[src/hdl/keyed_byte_stream_cipher_core_defines.svh]
// Assertion macros shared by the cipher core RTL.
// Define NO_ASSERTIONS to compile the checks out; no other dependencies.
`ifndef KEYED_BYTE_STREAM_CIPHER_CORE_DEFINES_SVH
`define KEYED_BYTE_STREAM_CIPHER_CORE_DEFINES_SVH
`ifndef NO_ASSERTIONS
// Same-cycle implication, checked outside reset.
`define KBSC_ASSERT_IMP(label, clk, rst, ante, cons, msg) \
  label: assert property (@(posedge clk) disable iff (rst) (ante) |-> (cons)) \
    else $error(msg);
// Next-cycle implication, checked outside reset.
`define KBSC_ASSERT_NXT(label, clk, rst, ante, cons, msg) \
  label: assert property (@(posedge clk) disable iff (rst) (ante) |=> (cons)) \
    else $error(msg);
`else
`define KBSC_ASSERT_IMP(label, clk, rst, ante, cons, msg)
`define KBSC_ASSERT_NXT(label, clk, rst, ante, cons, msg)
`endif
`endif

[src/hdl/kbsc_pkg.sv]
// Shared constants, register codes and controller/datapath interface types
// for the keyed byte stream cipher core. No dependencies.
`timescale 1ns / 1ps
`default_nettype none
package kbsc_pkg;

  localparam int DATA_W        = 8;
  localparam int MIX_W         = 16;
  localparam int GEN_W         = 24;
  localparam int BIT_W         = 4;   // indexes the MIX_W bits of the fold dividend
  localparam int LEN_W         = 6;
  localparam int CFG_IDX_W     = 3;
  localparam int CFG_DATA_W    = 64;
  localparam int KEY_BYTES_DEF = 32;

  localparam logic [MIX_W-1:0]  MIX_INIT      = 16'd257;
  localparam logic [MIX_W-1:0]  MIX_MAX       = 16'd8417;
  localparam logic [GEN_W-1:0]  GEN_ONE_INIT  = 24'd11;
  localparam logic [GEN_W-1:0]  GEN_TWO_INIT  = 24'd13;
  localparam logic [MIX_W:0]    GEN_ONE_ADD   = 17'd5;
  localparam logic [MIX_W:0]    GEN_TWO_ADD   = 17'd7;
  localparam logic [LEN_W-1:0]  KEY_LEN_RESET = 6'd32;

  // Configuration register indexes
  localparam logic [CFG_IDX_W-1:0] REG_KEY_WORD_0 = 3'd0;
  localparam logic [CFG_IDX_W-1:0] REG_KEY_WORD_1 = 3'd1;
  localparam logic [CFG_IDX_W-1:0] REG_KEY_WORD_2 = 3'd2;
  localparam logic [CFG_IDX_W-1:0] REG_KEY_WORD_3 = 3'd3;
  localparam logic [CFG_IDX_W-1:0] REG_KEY_LENGTH = 3'd4;

  typedef struct packed {
    logic             start_item;   // load the accepted data byte
    logic             start_setup;  // restart mix, generators and key index
    logic             div_step;     // one restoring remainder step
    logic [BIT_W-1:0] bit_idx;      // dividend bit consumed by div_step
    logic             setup_sel;    // key byte read by setup counter
    logic             fold;         // add remainder into mix, next key byte
    logic             sum;          // mix plus current key byte
    logic             mul;          // generator update
    logic             load_out;     // write the output register
  } kbsc_cmd_t;

  typedef struct packed {
    logic setup_last;               // setup counter is on the last key byte
  } kbsc_status_t;

endpackage
`default_nettype wire

[src/hdl/kbsc_ctrl.sv]
// Sequencer for the cipher core: key setup loop, per-byte steps, output valid.
// Depends on kbsc_pkg and keyed_byte_stream_cipher_core_defines.svh.
`timescale 1ns / 1ps
`default_nettype none
`include "keyed_byte_stream_cipher_core_defines.svh"
module kbsc_ctrl
  import kbsc_pkg::*;
(
  input  wire logic         clk,
  input  wire logic         rst,
  input  wire logic         s_tvalid,
  output logic              s_tready,
  input  wire logic         first,
  output logic              m_tvalid,
  input  wire logic         m_tready,
  input  wire kbsc_status_t status,
  output kbsc_cmd_t         cmd
);

  localparam logic [2:0] ST_IDLE = 3'd0;
  localparam logic [2:0] ST_DIV  = 3'd1;
  localparam logic [2:0] ST_FOLD = 3'd2;
  localparam logic [2:0] ST_SUM  = 3'd3;
  localparam logic [2:0] ST_MUL  = 3'd4;
  localparam logic [2:0] ST_OUT  = 3'd5;

  logic [2:0]       state;
  logic [2:0]       state_next;
  logic [BIT_W-1:0] bit_cnt;
  logic [BIT_W-1:0] bit_cnt_next;
  logic             m_tvalid_next;
  logic             accept;
  logic             out_free;

  assign s_tready = (state == ST_IDLE);
  assign accept   = s_tvalid && s_tready;
  assign out_free = !m_tvalid || m_tready;

  always_comb begin
    state_next       = state;
    bit_cnt_next     = bit_cnt;
    cmd              = '0;
    cmd.bit_idx      = bit_cnt;
    case (state)
      ST_IDLE: begin
        if (accept) begin
          cmd.start_item = 1'b1;
          if (first) begin
            cmd.start_setup = 1'b1;
            bit_cnt_next    = '1;
            state_next      = ST_DIV;
          end else begin
            cmd.sum    = 1'b1;
            state_next = ST_MUL;
          end
        end
      end
      ST_DIV: begin
        cmd.div_step  = 1'b1;
        cmd.setup_sel = 1'b1;
        bit_cnt_next  = bit_cnt - BIT_W'(1);
        if (bit_cnt == '0) begin
          state_next = ST_FOLD;
        end
      end
      ST_FOLD: begin
        cmd.fold     = 1'b1;
        bit_cnt_next = '1;
        state_next   = status.setup_last ? ST_SUM : ST_DIV;
      end
      ST_SUM: begin
        cmd.sum    = 1'b1;
        state_next = ST_MUL;
      end
      ST_MUL: begin
        cmd.mul      = 1'b1;
        cmd.load_out = out_free;
        state_next   = out_free ? ST_IDLE : ST_OUT;
      end
      ST_OUT: begin
        cmd.load_out = out_free;
        if (out_free) begin
          state_next = ST_IDLE;
        end
      end
      default: begin
        state_next = ST_IDLE;
      end
    endcase
  end

  always_comb begin
    m_tvalid_next = m_tvalid;
    if (cmd.load_out) begin
      m_tvalid_next = 1'b1;
    end else if (m_tready) begin
      m_tvalid_next = 1'b0;
    end
  end

  always_ff @(posedge clk) begin
    if (rst) begin
      state    <= ST_IDLE;
      bit_cnt  <= '0;
      m_tvalid <= 1'b0;
    end else begin
      state    <= state_next;
      bit_cnt  <= bit_cnt_next;
      m_tvalid <= m_tvalid_next;
    end
  end

  `KBSC_ASSERT_IMP(a_out_wait_full, clk, rst, state == ST_OUT, m_tvalid,
                   "held result lost its valid")
  `KBSC_ASSERT_NXT(a_fold_after_div, clk, rst, (state == ST_DIV) && (bit_cnt == '0),
                   state == ST_FOLD, "remainder loop did not end in fold")
  `KBSC_ASSERT_NXT(a_mul_exit, clk, rst, state == ST_MUL,
                   (state == ST_IDLE) || (state == ST_OUT),
                   "multiply step did not hand off result")

endmodule
`default_nettype wire

[src/hdl/kbsc_datapath.sv]
// Key store, remainder unit, mixing value, generators and output register.
// Depends on kbsc_pkg and keyed_byte_stream_cipher_core_defines.svh.
`timescale 1ns / 1ps
`default_nettype none
`include "keyed_byte_stream_cipher_core_defines.svh"
module kbsc_datapath
  import kbsc_pkg::*;
#(
  parameter int KEY_BYTES = KEY_BYTES_DEF
) (
  input  wire logic                  clk,
  input  wire logic                  rst,
  input  wire logic                  cfg_we,
  input  wire logic [CFG_IDX_W-1:0]  cfg_index,
  input  wire logic [CFG_DATA_W-1:0] cfg_data,
  input  wire logic [DATA_W-1:0]     data_byte,
  input  wire kbsc_cmd_t             cmd,
  output kbsc_status_t               status,
  output logic [DATA_W-1:0]          cipher_byte
);

  localparam int IDX_W = (KEY_BYTES > 1) ? $clog2(KEY_BYTES) : 1;
  localparam logic [LEN_W-1:0] MAX_LEN = LEN_W'(KEY_BYTES);

  logic [DATA_W-1:0] key_bytes [KEY_BYTES];
  logic [LEN_W-1:0]  key_length;
  logic [LEN_W-1:0]  len_eff;

  logic [MIX_W-1:0]  mix_value;
  logic [MIX_W-1:0]  mix_sum;
  logic [GEN_W-1:0]  gen_one;
  logic [GEN_W-1:0]  gen_two;
  logic [IDX_W-1:0]  key_index;
  logic [IDX_W-1:0]  setup_idx;
  logic [DATA_W-1:0] rem;
  logic [DATA_W-1:0] data_q;

  logic [IDX_W-1:0]  kidx_eff;
  logic [LEN_W-1:0]  kidx_inc;
  logic [IDX_W-1:0]  kidx_next;
  logic [IDX_W-1:0]  key_sel;
  logic [DATA_W-1:0] key_byte;
  logic [DATA_W:0]   divisor;
  logic [DATA_W:0]   rem_shift;
  logic [DATA_W-1:0] rem_next;
  logic [MIX_W:0]    add_one;
  logic [MIX_W:0]    add_two;
  logic [GEN_W:0]    prod_one;
  logic [GEN_W:0]    prod_two;
  logic [GEN_W-1:0]  gen_one_next;
  logic [GEN_W-1:0]  gen_two_next;

  // Key bytes: each config word feeds eight byte slots, slots past KEY_BYTES dropped
  for (genvar b = 0; b < KEY_BYTES; b++) begin : g_key
    localparam logic [CFG_IDX_W-1:0] WORD_OFS = CFG_IDX_W'(b / 8);
    always_ff @(posedge clk) begin
      if (rst) begin
        key_bytes[b] <= '0;
      end else if (cfg_we && (cfg_index == REG_KEY_WORD_0 + WORD_OFS)) begin
        key_bytes[b] <= cfg_data[(b % 8) * DATA_W +: DATA_W];
      end
    end
  end

  always_ff @(posedge clk) begin
    if (rst) begin
      key_length <= KEY_LEN_RESET;
    end else if (cfg_we && (cfg_index == REG_KEY_LENGTH)) begin
      key_length <= cfg_data[LEN_W-1:0];
    end
  end

  // Clamp length to 1..KEY_BYTES
  always_comb begin
    len_eff = key_length;
    if (key_length == '0) begin
      len_eff = LEN_W'(1);
    end else if (key_length > MAX_LEN) begin
      len_eff = MAX_LEN;
    end
  end

  // Stale index (length lowered mid-message) restarts at key byte 0
  assign kidx_eff  = (LEN_W'(key_index) >= len_eff) ? '0 : key_index;
  assign kidx_inc  = LEN_W'(kidx_eff) + LEN_W'(1);
  assign kidx_next = (kidx_inc >= len_eff) ? '0 : kidx_inc[IDX_W-1:0];

  assign key_sel  = cmd.setup_sel ? setup_idx : kidx_eff;
  assign key_byte = key_bytes[key_sel];

  assign status.setup_last = ((LEN_W'(setup_idx) + LEN_W'(1)) == len_eff);

  // Restoring remainder step: mix mod (key byte + 1), one dividend bit a cycle
  assign divisor   = {1'b0, key_byte} + (DATA_W+1)'(1);
  assign rem_shift = {rem, mix_value[cmd.bit_idx]};
  assign rem_next  = (rem_shift >= divisor) ? DATA_W'(rem_shift - divisor)
                                            : rem_shift[DATA_W-1:0];

  // Generators: g = (mix_sum + c) * (g & 255) + (g >> 8), with mix_sum = mix + key byte
  assign add_one      = {1'b0, mix_sum} + GEN_ONE_ADD;
  assign add_two      = {1'b0, mix_sum} + GEN_TWO_ADD;
  assign prod_one     = (GEN_W+1)'(add_one) * (GEN_W+1)'(gen_one[DATA_W-1:0]);
  assign prod_two     = (GEN_W+1)'(add_two) * (GEN_W+1)'(gen_two[DATA_W-1:0]);
  assign gen_one_next = prod_one[GEN_W-1:0] + GEN_W'(gen_one[GEN_W-1:DATA_W]);
  assign gen_two_next = prod_two[GEN_W-1:0] + GEN_W'(gen_two[GEN_W-1:DATA_W]);

  always_ff @(posedge clk) begin
    if (rst) begin
      mix_value <= MIX_INIT;
      gen_one   <= GEN_ONE_INIT;
      gen_two   <= GEN_TWO_INIT;
      key_index <= '0;
    end else begin
      if (cmd.start_setup) begin
        mix_value <= MIX_INIT;
        gen_one   <= GEN_ONE_INIT;
        gen_two   <= GEN_TWO_INIT;
        key_index <= '0;
      end else if (cmd.fold) begin
        mix_value <= mix_value + MIX_W'(rem);
      end else if (cmd.sum) begin
        key_index <= kidx_next;
      end else if (cmd.mul) begin
        gen_one   <= gen_one_next;
        gen_two   <= gen_two_next;
        mix_value <= MIX_W'(gen_two_next[DATA_W-1:0]);
      end
    end
  end

  always_ff @(posedge clk) begin
    if (cmd.start_item) begin
      data_q <= data_byte;
    end
    if (cmd.start_setup || cmd.fold) begin
      rem <= '0;
    end else if (cmd.div_step) begin
      rem <= rem_next;
    end
    if (cmd.start_setup) begin
      setup_idx <= '0;
    end else if (cmd.fold) begin
      setup_idx <= setup_idx + IDX_W'(1);
    end
    if (cmd.sum) begin
      mix_sum <= mix_value + MIX_W'(key_byte);
    end
    if (cmd.load_out) begin
      cipher_byte <= data_q ^ (cmd.mul ? gen_two_next[DATA_W-1:0]
                                       : mix_value[DATA_W-1:0]);
    end
  end

  `KBSC_ASSERT_IMP(a_mix_bound, clk, rst, 1'b1, mix_value <= MIX_MAX,
                   "mixing value above its bound")
  `KBSC_ASSERT_IMP(a_gen_bound, clk, rst, 1'b1,
                   (gen_one[GEN_W-1:GEN_W-2] == 2'b00) && (gen_two[GEN_W-1:GEN_W-2] == 2'b00),
                   "generator above its bound")

endmodule
`default_nettype wire

[src/hdl/keyed_byte_stream_cipher_core.sv]
// Keyed byte stream cipher core: top level joining sequencer and datapath.
// Depends on kbsc_pkg, kbsc_ctrl and kbsc_datapath.
// Byte without a first mark: accept (with the key byte sum), then generator multiply;
//   cipher_byte is registered once the output is free, and no byte is accepted before.
// First byte: key setup runs 16 remainder steps and one fold per key byte in use
//   in the bit-serial remainder unit, then the sum and the multiply.
// Reset (rst, synchronous): key words 0, key length 32, mix 257, generators 11/13.
`timescale 1ns / 1ps
`default_nettype none
module keyed_byte_stream_cipher_core
  import kbsc_pkg::*;
#(
  parameter int KEY_BYTES = KEY_BYTES_DEF
) (
  input  wire logic                  clk,
  input  wire logic                  rst,
  // Configuration write port
  input  wire logic                  cfg_we,
  input  wire logic [CFG_IDX_W-1:0]  cfg_index,
  input  wire logic [CFG_DATA_W-1:0] cfg_data,
  // Plaintext stream
  input  wire logic                  s_tvalid,
  output logic                       s_tready,
  input  wire logic [DATA_W-1:0]     s_tdata,   // [7:0] data_byte
  input  wire logic                  s_tuser,   // [0] first
  // Ciphertext stream
  output logic                       m_tvalid,
  input  wire logic                  m_tready,
  output logic [DATA_W-1:0]          m_tdata    // [7:0] cipher_byte
);

  kbsc_cmd_t    cmd;
  kbsc_status_t status;

  // Sequencer: accept one transfer at a time, run key setup on a first mark,
  // then sum, multiply and hand the result to the output register. Once loaded, the
  // output register frees the input side while its result waits for its transfer.
  kbsc_ctrl u_ctrl (
    .clk      (clk),
    .rst      (rst),
    .s_tvalid (s_tvalid),
    .s_tready (s_tready),
    .first    (s_tuser),
    .m_tvalid (m_tvalid),
    .m_tready (m_tready),
    .status   (status),
    .cmd      (cmd)
  );

  // Datapath: key store, remainder unit, mixing value, generators.
  kbsc_datapath #(
    .KEY_BYTES (KEY_BYTES)
  ) u_datapath (
    .clk         (clk),
    .rst         (rst),
    .cfg_we      (cfg_we),
    .cfg_index   (cfg_index),
    .cfg_data    (cfg_data),
    .data_byte   (s_tdata),
    .cmd         (cmd),
    .status      (status),
    .cipher_byte (m_tdata)
  );

endmodule
`default_nettype wire
[config.mk]
export PLATFORM = sky130hd
export DESIGN_NAME = keyed_byte_stream_cipher_core
export DESIGN_NICKNAME = d
export VERILOG_FILES = /design/src/hdl/kbsc_pkg.sv /design/src/hdl/kbsc_ctrl.sv /design/src/hdl/kbsc_datapath.sv /design/src/hdl/keyed_byte_stream_cipher_core.sv
export VERILOG_INCLUDE_DIRS = /design/src /design/src/hdl
export SDC_FILE = /design/constraint.sdc
export NUM_CORES = 1
export LEC_CHECK = 0
export CAP_MARGIN = 20
export CORE_UTILIZATION = 35
export DETAILED_ROUTE_END_ITERATION = 16
export DONT_BUFFER_PORTS = 1
export GPL_TIMING_DRIVEN = 1
export PLACE_DENSITY = 0.52
export SKIP_LAST_GASP = 1
export SLEW_MARGIN = 20
export SYNTH_ARGS = -nofsm -noshare
export SYNTH_HDL_FRONTEND = slang
export SYNTH_HIERARCHICAL = 1
export SYNTH_SLANG_ARGS = --single-unit
export TNS_END_PERCENT = 1
[constraint.sdc]
create_clock -name clk -period 7.2 [get_ports clk]
set_input_delay 0.72 -clock clk [delete_from_list [all_inputs] [get_ports clk]]
set_output_delay 0.72 -clock clk [all_outputs]
set_load 0.05 [all_outputs]
==> flow_summary_export.csv, run 1 <==
group,metric,value,unit
run_status,outcome,"complete, no violations",
die,initial_core_util,0.354,
sta,setup_viol,0,
sta,maxSlewViolCount,0,
drt,drc,0,
setup_path,r2r-end,"u_datapath/gen_two[23]",
clocking,postCtsSetupBuffers,0,
setup_path,r2r_start,"u_datapath/mix_sum[0]",
sta,slew_headroom,0.274,
global_route,antenna_found_initial,1,
yosys,synthesis.area,22800,um2
sta,max_freq,152,MHz
clocking,insertion_delay,570,ps
yosys,synth_edf_count,288,
yosys,synth_top_area_frac,0.379,
layout,syn_to_final_growth,10.1,%
sta,period_needed,6570,ps
placed_design,gp_congestion,0.843,
layout,fill_cells,6357,
job,maxCapViolations,0,
global_route,grt_pass1_wl,92.8,mm
placed_design,dp_hpwl,41.7,mm
pwr,p_leak,9.81,nW
setup_path,end_kind,"flip-flop",
sta,tightest_slew,1090,ps
yosys,ys_async_sr_fraction,0,
worst_hold_path,hold_path_depth,1,
drt,drtIter0Drc,815,
die,die_area,66200,um2
die,ioPinCount,91,
global_route,grtUsageTotal,0.180,
clocking,cts_resized,0,
clocking,cts.path.max_buffers,3,
pwr,ir_worst_vdd,0.000431,V
setup_path,worstSetupPathType,"flip-flop to flip-flop",
yosys,synthFlopType,"edfxtp_1",
drt,totalWireLength,59.2,mm
worst_hold_path,hp-class,"input port to flip-flop",
global_route,grt_max_degree,65,
worst_hold_path,hold_end,"u_ctrl/state[2]",
drt,vias_per_cell,5.08,
setup_path,reg2regPathDepth,24,
clocking,cts_tree,"done",
die,dieWidth,257,um
drt,drtAntennaViolNets,0,
sta,final.setup.tns,0,ps
global_route,grt.overflow.total,0,
sta,min_period_over_period,0.912,
yosys,yosys_warnings,6,
clocking,cts_buffers,44,
setup_path,worstSetupStartpoint,"u_datapath/mix_sum[0]",
sta,rsz0062_at_grt,"no",
die,rows,93,
global_route,grt_pass1_vias,15800,
layout,n_antenna_cell,0,
placed_design,place_area,23700,um2
layout,final_area,25100,um2
clocking,htreeDepth,2,
pwr,power_density,388,nW/um2
drt,wl_per_cell,19.5,um
placed_design,io_buffers,0,
setup_path,required,7610,ps
clocking,cts_sinks,360,
sta,final-hold-violation-count,0,
setup_path,crit_fanout,8,
yosys,seq_area_frac_synth,0.442,
yosys,synth-seq-cells,360,
sta,fin_skew,14.7,ps
worst_hold_path,min-delay-start,"rst",
layout,drive_gt1_frac,0.0835,
drt,firstDrtPassIters,5,
die,core,64500,um2
yosys,synth_fp_nets,2436,
drt,vias,15400,
yosys,ys_types,93,
yosys,avgSynthCellArea,10.5,um2
yosys,yosys-top-cells-area,"edfxtp_1 38%, fa_1 9.5%, and2_1 8.5%",
pwr,p_total,9.75,mW
setup_path,cp_data_arrival_time,6980,ps
yosys,yosysTopAreaCell,"edfxtp_1",
die,die_h,257,um
clocking,hold_buffers,0,
setup_path,cp-start-kind,"flip-flop",
yosys,netlist_instances,2162,
clocking,clkTransAtPathRegs,60,ps
setup_path,r2r_setup_slack,630,ps
clocking,root_buffer,"clkbuf_16",
layout,nets,2418,
how the worst max path moves through the flow:
stage | end | slack, ps | cells after the start
after global routing | u_datapath/gen_two[23] | 170 | 24
after floorplan | u_datapath/gen_two[23] | 1420 | 24
after detailed placement | u_datapath/gen_two[23] | 610 | 24
after global placement | u_datapath/gen_two[23] | 770 | 24
after CTS | u_datapath/gen_two[23] | 620 | 24
final | u_datapath/gen_two[23] | 630 | 24
power by group:
group          total [mW]  switching, mW  internal, mW  leakage, nW
clock network        2.12          0.902          1.22        0.675
registers            2.70          0.219          2.48         3.36
logic                4.93           2.90          2.04         5.77
total                9.75           4.02          5.74         9.81
metal layers:
| layer | wire [um] | track usage | up-vias |
|---|---|---|---|
| met4 | 1610 | 0.0531 | 0 |
| met1 | 26100 | 0.235 | 7652 |
| li1 | - | - | 7387 |
| met3 | 2660 | 0.0298 | 93 |
| met5 | 0 | 0 | - |
| met2 | 28800 | 0.306 | 288 |
worst max-delay path, stage by stage (launching register included):
cell and delay (ps):
edfxtp_1 480, inv_1 120, ha_1 250, a21boi_0 220, xor2_1 510, nand2_1 140
fa_1 490, fa_1 510, inv_1 40, ha_1 260, inv_1 50, fa_1 530
inv_1 70, fa_1 460, a21o_1 190, a21oi_1 260, o21ai_0 150, a2111o_1 460
nand2_1 80, o211ai_1 200, a21oi_1 290, a2111oi_0 170, or3_1 320, nand3_1 80
a21oi_1 60
cells in the mapped netlist (all sizes together), types with 54 or more instances:
master	count
and2	310
edfxtp	288
nand2	282
inv	159
fa	108
nor2	94
a21oi	86
ha	85
nand3	73
dfxtp	72
clkbuf	68
mux2i	54
cells in the final DEF (no fill, tap or decap), types with 12 or more instances in the layout:
cell / count
mux2i_1: 54
edfxtp_1: 288
nand2b_1: 21
a21o_1: 13
mux4_2: 13
o21ai_0: 48
dfxtp_1: 72
clkbuf_16: 45
a31oi_1: 19
nand2_1: 280
inv_1: 157
clkinv_2: 12
xnor2_1: 52
buf_4: 44
nor3_1: 12
a211oi_1: 12
and3_1: 29
nand4_1: 20
and2_1: 309
ha_1: 85
xor2_1: 31
nand3_1: 72
a21oi_1: 84
nor2_1: 91
nor2b_1: 20
fa_1: 108
layout make-up:
| cell class | instances | area (um2) | share of cell area |
|---|---|---|---|
| tap | 855 | 1070 | 0.0426 |
| timing repair buffer | 44 | 330 | 0.0132 |
| inverter | 159 | 597 | 0.0238 |
| multi-input combinational | 1535 | 11700 | 0.464 |
| clock inverter | 28 | 208 | 0.00827 |
| clock buffer | 54 | 1160 | 0.0462 |
| sequential | 360 | 10100 | 0.402 |
through the flow:
| step | std cells | util | hold slack (ps) | worst slack, ps |
|---|---|---|---|---|
| 6_report | 3035 | 0.389 | 209 | 632 |
| 3_5_place_dp | 2953 | 0.368 | 444 | 614 |
| 2_1_floorplan | 2162 | - | 432 | 1420 |
| 3_3_place_gp | 2953 | 0.368 | 444 | 769 |
| 4_1_cts | 3035 | 0.389 | 186 | 620 |
| 5_1_grt | 3035 | 0.389 | 183 | 169 |
cells by family (layout without fill, tap and decap cells):
family / after synthesis / after routing / share of synthesized area
simple gates: 897 / 897 / 0.206
flops: 360 / 360 / 0.442
compound gates: 286 / 286 / 0.0877
buf+inv: 267 / 285 / 0.0498
fa+ha+maj: 193 / 193 / 0.141
xor+xnor: 83 / 83 / 0.0319
mux: 76 / 76 / 0.0410
flip-flops by register name, summed over array words and instances, names as in the netlist:
signal,cells
u_ctrl/state,3
u_datapath/gen_two,24
u_ctrl/bit_cnt,4
u_datapath/key_index,5
u_datapath/cipher_byte,8
u_ctrl/m_tvalid,1
u_datapath/mix_value,16
u_datapath/rem,8
u_datapath/mix_sum,16
u_datapath/data_q,8
u_datapath/setup_idx,5
u_datapath/key_length,6
u_datapath/key_bytes,256
No activity file was read; power rests on OpenSTA's default activity.
==> run 2: changes to the inputs <==
Settings changed: REMOVE_ABC_BUFFERS set to 1.
==> run 2 against run 1 <==
Net effect:
- hold slack gained 4.7 ps
- utilization shrank 0.078 points
- cell area fell by 0.20%
- via count is 0.49% higher
- largest cell class unchanged
- highest routed layer is now met5
==> flow_summary_export.csv, run 2 (synthesis results as in run 1) <==
group,metric,value,unit
run_status,outcome,"complete, no violations",
global_route,grt.overflow.total,0,
die,dieWidth,257,um
layout,instances_no_fill,3030,
die,initial_core_util,0.354,
worst_hold_path,hold_end,"u_ctrl/state[2]",
pwr,switching_share,0.414,
sta,slew_headroom,0.299,
setup_path,r2r_setup_slack,480,ps
global_route,grt_max_degree,65,
sta,period_needed,6720,ps
sta,maxSlewViolCount,0,
sta,tightest_slew,1050,ps
setup_path,reg2regPathDepth,24,
layout,n_antenna_cell,0,
setup_path,path_cells,"inv_1 > ha_1 > a21boi_0 > xor2_1 > nand2_1 > fa_1 > fa_1 > inv_1 > ha_1 > inv_1 > fa_1 > inv_1 > fa_1 > a21o_1 > a21oi_1 > o21ai_0 > a2111o_1 > nand2_1 > o211ai_1 > a21oi_1 > a2111oi_0 > or3_1 > nand3_1 > a21oi_1",
layout,fill_cells,6397,
sta,setup_viol,0,
drt,wl_per_cell,20.1,um
drt,drtAntennaViolNets,0,
drt,drtIter0Drc,1009,
placed_design,gp_congestion,0.922,
layout,final_area,25100,um2
clocking,hold_buffers,0,
die,ioPinCount,91,
layout,nets,2419,
worst_hold_path,hold_path_depth,1,
worst_hold_path,min-delay-start,"rst",
clocking,cts_resized,0,
clocking,cts_buffers,41,
die,die_h,257,um
setup_path,cp_slowest_cell,"xor2_1",
drt,vias,15500,
pwr,power_density,386,nW/um2
setup_path,end_kind,"flip-flop",
layout,final_cell_mix,"309 x and2_1, 288 x edfxtp_1, 280 x nand2_1, 157 x inv_1, 108 x fa_1",
setup_path,r2r-end,"u_datapath/gen_two[23]",
layout,largest_register_ffs,256,
layout,utilization,0.389,
setup_path,r2r_start,"u_datapath/mix_sum[0]",
global_route,grt_pass1_vias,16500,
placed_design,dpl_worst_slack,525,ps
layout,drive_gt1_frac,0.0818,
sta,final-hold-violation-count,0,
job,maxCapViolations,0,
pwr,combPwrFrac,0.510,
clocking,root_buffer,"clkbuf_16",
sta,rsz0062_at_grt,"no",
drt,totalWireLength,60.8,mm
clocking,insertion_delay,580,ps
placed_design,io_buffers,0,
placed_design,place_area,23800,um2
drt,drc,0,
clocking,htreeDepth,2,
sta,min_period_over_period,0.934,
setup_path,worstSetupPathType,"flip-flop to flip-flop",
setup_path,cp_data_arrival_time,7160,ps
pwr,p_total,9.66,mW
drt,vias_per_cell,5.11,
sta,hold_ws,214,ps
sta,setup_ws,477,ps
clocking,cts_sinks,360,
die,core,64500,um2
sta,fin_skew,22.5,ps
drt,firstDrtPassIters,7,
global_route,grt_pass1_wl,95.3,mm
die,rows,93,
pwr,ir_worst_vdd,0.000299,V
pwr,p_leak,9.78,nW
setup_path,cp-start-kind,"flip-flop",
clocking,cts_tree,"done",
clocking,cts.path.max_buffers,3,
placed_design,placed_cells,2957,
clocking,clkTransAtPathRegs,60,ps
sta,final.setup.tns,0,ps
die,die_area,66200,um2
setup_path,crit_fanout,8,
placed_design,dp_hpwl,42.2,mm
global_route,grtUsageTotal,0.186,
global_route,antenna_found_initial,3,
layout,reg_top3,"u_datapath/key_bytes x256, u_datapath/gen_two x24",
sta,max_freq,149,MHz
pwr,switchingPower,4.00,mW
setup_path,required,7640,ps
layout,largest-register,"u_datapath/key_bytes",
pwr,pwr-share-seq,0.280,
setup_path,slowest_delay,600,ps
layout,syn_to_final_growth,9.88,%
clocking,postCtsSetupBuffers,0,
layout,layout_commonest_cell,"and2_1",
worst_hold_path,hp-class,"input port to flip-flop",
pwr,p_clk_frac,0.210,
pwr,power.internal,5.67,mW
[run 2: cell types whose count changed in the layout (fill, tap and decap cells not counted), sizes merged]
| cell | before | now |
|---|---|---|
| clkinv | 21 | 11 |
| inv | 162 | 160 |
| buf | 44 | 48 |
| bufinv | 2 | 0 |
| clkbuf | 54 | 59 |
[run 2: cell type report]
type	instances	area (um2)	share of cell area
sequential	360	10100	0.403
multi-input combinational	1535	11700	0.465
timing repair buffer	48	360	0.0144
clock buffer	59	1190	0.0473
tap	855	1070	0.0427
clock inverter	14	95.1	0.00379
inverter	159	597	0.0238
[run 2: how the worst max path moves through the flow]
| stage | from | endpoint | slack [ps] | cells past startpoint |
|---|---|---|---|---|
| CTS | u_datapath/mix_sum[0] | u_datapath/gen_two[23] | 510 | 24 |
| detailed placement | u_datapath/mix_sum[0] | u_datapath/gen_two[23] | 520 | 24 |
| floorplan | u_ctrl/state[0] | u_datapath/rem[7] | 160 | 23 |
| global route | u_datapath/key_length[1] | u_datapath/rem[7] | 30 | 26 |
| finish | u_datapath/mix_sum[0] | u_datapath/gen_two[23] | 480 | 24 |
| global placement | u_datapath/mix_sum[0] | u_datapath/gen_two[23] | 730 | 24 |
[run 2: critical path, delay by kind of cell (launching register included)]
family,cells,cell delay [ps]
AO/OA/AOI/OAI,9,2000
XOR/XNOR,1,600
adder cells (fa/ha/maj),6,2550
flip-flops,1,530
AND/OR/NAND/NOR,4,650
buffers and inverters,4,300
[run 2: power by group through the flow]
stage	combinational, mW	sequential [mW]	clock, mW
finish	4.93	2.71	2.03
global route	5.59	2.73	2.16
CTS	5.00	2.71	2.08
detailed placement	4.97	2.75	0
global placement	4.89	2.75	0
floorplan	3.73	2.66	0
[run 2: metal layers]
layer | up-vias | GRT usage | share of wire
met5 | - | 0 | 0.00053
met2 | 384 | 0.323 | 0.49
met1 | 7605 | 0.227 | 0.42
li1 | 7394 | - | -
met4 | 4 | 0.0561 | 0.027
met3 | 109 | 0.0432 | 0.061
==> run 3: changes to the inputs <==
--- a/config.mk
+++ b/config.mk
@@ -9,4 +9,5 @@
 export CAP_MARGIN = 20
 export CORE_UTILIZATION = 35
+export CTS_BUF_LIST = sky130_fd_sc_hd__clkbuf_16
 export DETAILED_ROUTE_END_ITERATION = 16
 export DONT_BUFFER_PORTS = 1
==> constraint.sdc (replaced) <==
create_clock -name clk -period 7.2 [get_ports clk]
set_input_delay 0.72 -clock clk [delete_from_list [all_inputs] [get_ports clk]]
set_output_delay 0.72 -clock clk [all_outputs]
set_load 0.02 [all_outputs]
==> run 3 against run 2 <==
Net effect:
- global-route usage barely moved
- via count rose by 0.34%
- largest power group unchanged
- non-clock buffer count did not move
- critical endpoint unchanged
- clock power rose by 5%
- flip-flop and latch count did not move
==> flow_summary_export.csv, run 3 (synthesis results as in run 1) <==
group,metric,value,unit
run_status,outcome,"complete, no violations",
worst_hold_path,hp-class,"input port to flip-flop",
sta,max_freq,150,MHz
sta,fin_skew,20.6,ps
setup_path,r2r-end,"u_datapath/gen_two[23]",
clocking,cts.path.max_buffers,3,
layout,final_area,25100,um2
global_route,antenna_found_initial,3,
drt,firstDrtPassIters,5,
clocking,cts_buffers,41,
layout,largest_register_ffs,256,
die,ioPinCount,91,
layout,drive_gt1_frac,0.0781,
clocking,cts_resized,0,
drt,drtAntennaViolNets,0,
die,core,64500,um2
layout,reg_top3,"u_datapath/key_bytes x256, u_datapath/gen_two x24",
die,initial_core_util,0.354,
drt,vias,15500,
die,dieWidth,257,um
placed_design,gp_congestion,0.919,
pwr,p_total,9.76,mW
clocking,postCtsSetupBuffers,0,
sta,final.setup.tns,0,ps
global_route,grtUsageTotal,0.186,
setup_path,r2r_start,"u_datapath/mix_sum[0]",
clocking,root_buffer,"clkbuf_16",
pwr,p_leak,9.87,nW
pwr,power_density,388,nW/um2
layout,utilization,0.390,
sta,slew_headroom,0.259,
sta,period_needed,6680,ps
setup_path,crit_fanout,8,
drt,totalWireLength,60.3,mm
die,die_area,66200,um2
clocking,hold_buffers,0,
die,rows,93,
clocking,cts_tree,"done",
sta,hold_ws,211,ps
layout,layout_commonest_cell,"and2_1",
layout,nets,2419,
setup_path,r2r_setup_slack,520,ps
clocking,htreeDepth,2,
setup_path,slowest_delay,580,ps
drt,drtIter0Drc,997,
layout,final_cell_mix,"309 x and2_1, 288 x edfxtp_1, 280 x nand2_1, 171 x inv_1, 108 x fa_1",
placed_design,place_area,23800,um2
clocking,clkTransAtPathRegs,60,ps
clocking,insertion_delay,580,ps
die,die_h,257,um
worst_hold_path,hold_path_depth,1,
layout,largest-register,"u_datapath/key_bytes",
drt,vias_per_cell,5.13,
sta,final-hold-violation-count,0,
placed_design,io_buffers,0,
job,maxCapViolations,0,
placed_design,dp_hpwl,42.0,mm
setup_path,path_cells,"inv_1 > ha_1 > a21boi_0 > xor2_1 > nand2_1 > fa_1 > fa_1 > inv_1 > ha_1 > inv_1 > fa_1 > inv_1 > fa_1 > a21o_1 > a21oi_1 > o21ai_0 > a2111o_1 > nand2_1 > o211ai_1 > a21oi_1 > a2111oi_0 > or3_1 > nand3_1 > a21oi_1",
sta,setup_viol,0,
global_route,grt_pass1_wl,95.0,mm
setup_path,cp_slowest_cell,"xor2_1",
drt,drc,0,
global_route,grt_max_degree,65,
setup_path,end_kind,"flip-flop",
setup_path,required,7640,ps
sta,maxSlewViolCount,0,
sta,tightest_slew,1080,ps
pwr,ir_worst_vdd,0.000299,V
sta,rsz0062_at_grt,"no",
setup_path,crit_buf_inv,4,
drt,wl_per_cell,19.9,um
setup_path,cp-start-kind,"flip-flop",
sta,min_period_over_period,0.928,
worst_hold_path,min-delay-start,"rst",
global_route,grt_pass1_vias,16300,
setup_path,worstSetupPathType,"flip-flop to flip-flop",
global_route,grt.overflow.total,0,
worst_hold_path,hold_end,"u_ctrl/state[2]",
setup_path,cp_data_arrival_time,7120,ps
setup_path,reg2regPathDepth,24,
clocking,cts_sinks,360,
setup_path,critical_path.top_delay_family,"adder cells",
layout,syn_to_final_growth,10.2,%
layout,n_antenna_cell,0,
## run 3: how the worst max path moves through the flow
stage	from	endpoint	slack, ps	cells past startpoint
3_3_place_gp	u_datapath/mix_sum[0]	u_datapath/gen_two[23]	730	24
2_1_floorplan	u_ctrl/state[0]	u_datapath/rem[7]	160	23
4_1_cts	u_datapath/mix_sum[0]	u_datapath/gen_two[23]	540	24
5_1_grt	u_datapath/key_length[1]	u_datapath/rem[7]	80	27
3_5_place_dp	u_datapath/mix_sum[0]	u_datapath/gen_two[23]	560	24
6_report	u_datapath/mix_sum[0]	u_datapath/gen_two[23]	520	24
## run 3: area by class of cell
type	count	area, um2
sequential	360	10100
fill	6361	39300
inverter	159	597
multi-input combinational	1535	11600
clock buffer	42	1050
timing repair buffer	48	360
clock inverter	33	312
tap	855	1070
## run 3: power breakdown
group          internal [mW]  switching (mW)  total [mW]
clock network           1.27           0.866        2.14
logic                   2.04            2.89        4.93
registers               2.48           0.211        2.69
## run 3: metrics by stage
step	std cells	setup WS, ps
floorplan	2054	160
global route	3032	76.8
global placement	2957	729
detailed placement	2957	560
finish	3032	518
CTS	3032	544
## run 3: per-layer routing
metal,up-vias,wire length [um],share of wire,GRT usage
li1,7387,-,-,-
met1,7726,25400,0.42,0.229
met2,346,30200,0.50,0.326
met3,84,3280,0.054,0.0383
met4,6,1340,0.022,0.0501
met5,-,38,0.00063,0
## run 3: worst register-to-register path: cells and delay by family (launching register included)
| kind | cells | cell delay, ps |
|---|---|---|
| fa+ha+maj | 6 | 2500 |
| xor+xnor | 1 | 580 |
| flops | 1 | 540 |
| compound gates | 9 | 1970 |
| buf+inv | 4 | 300 |
| simple gates | 4 | 640 |
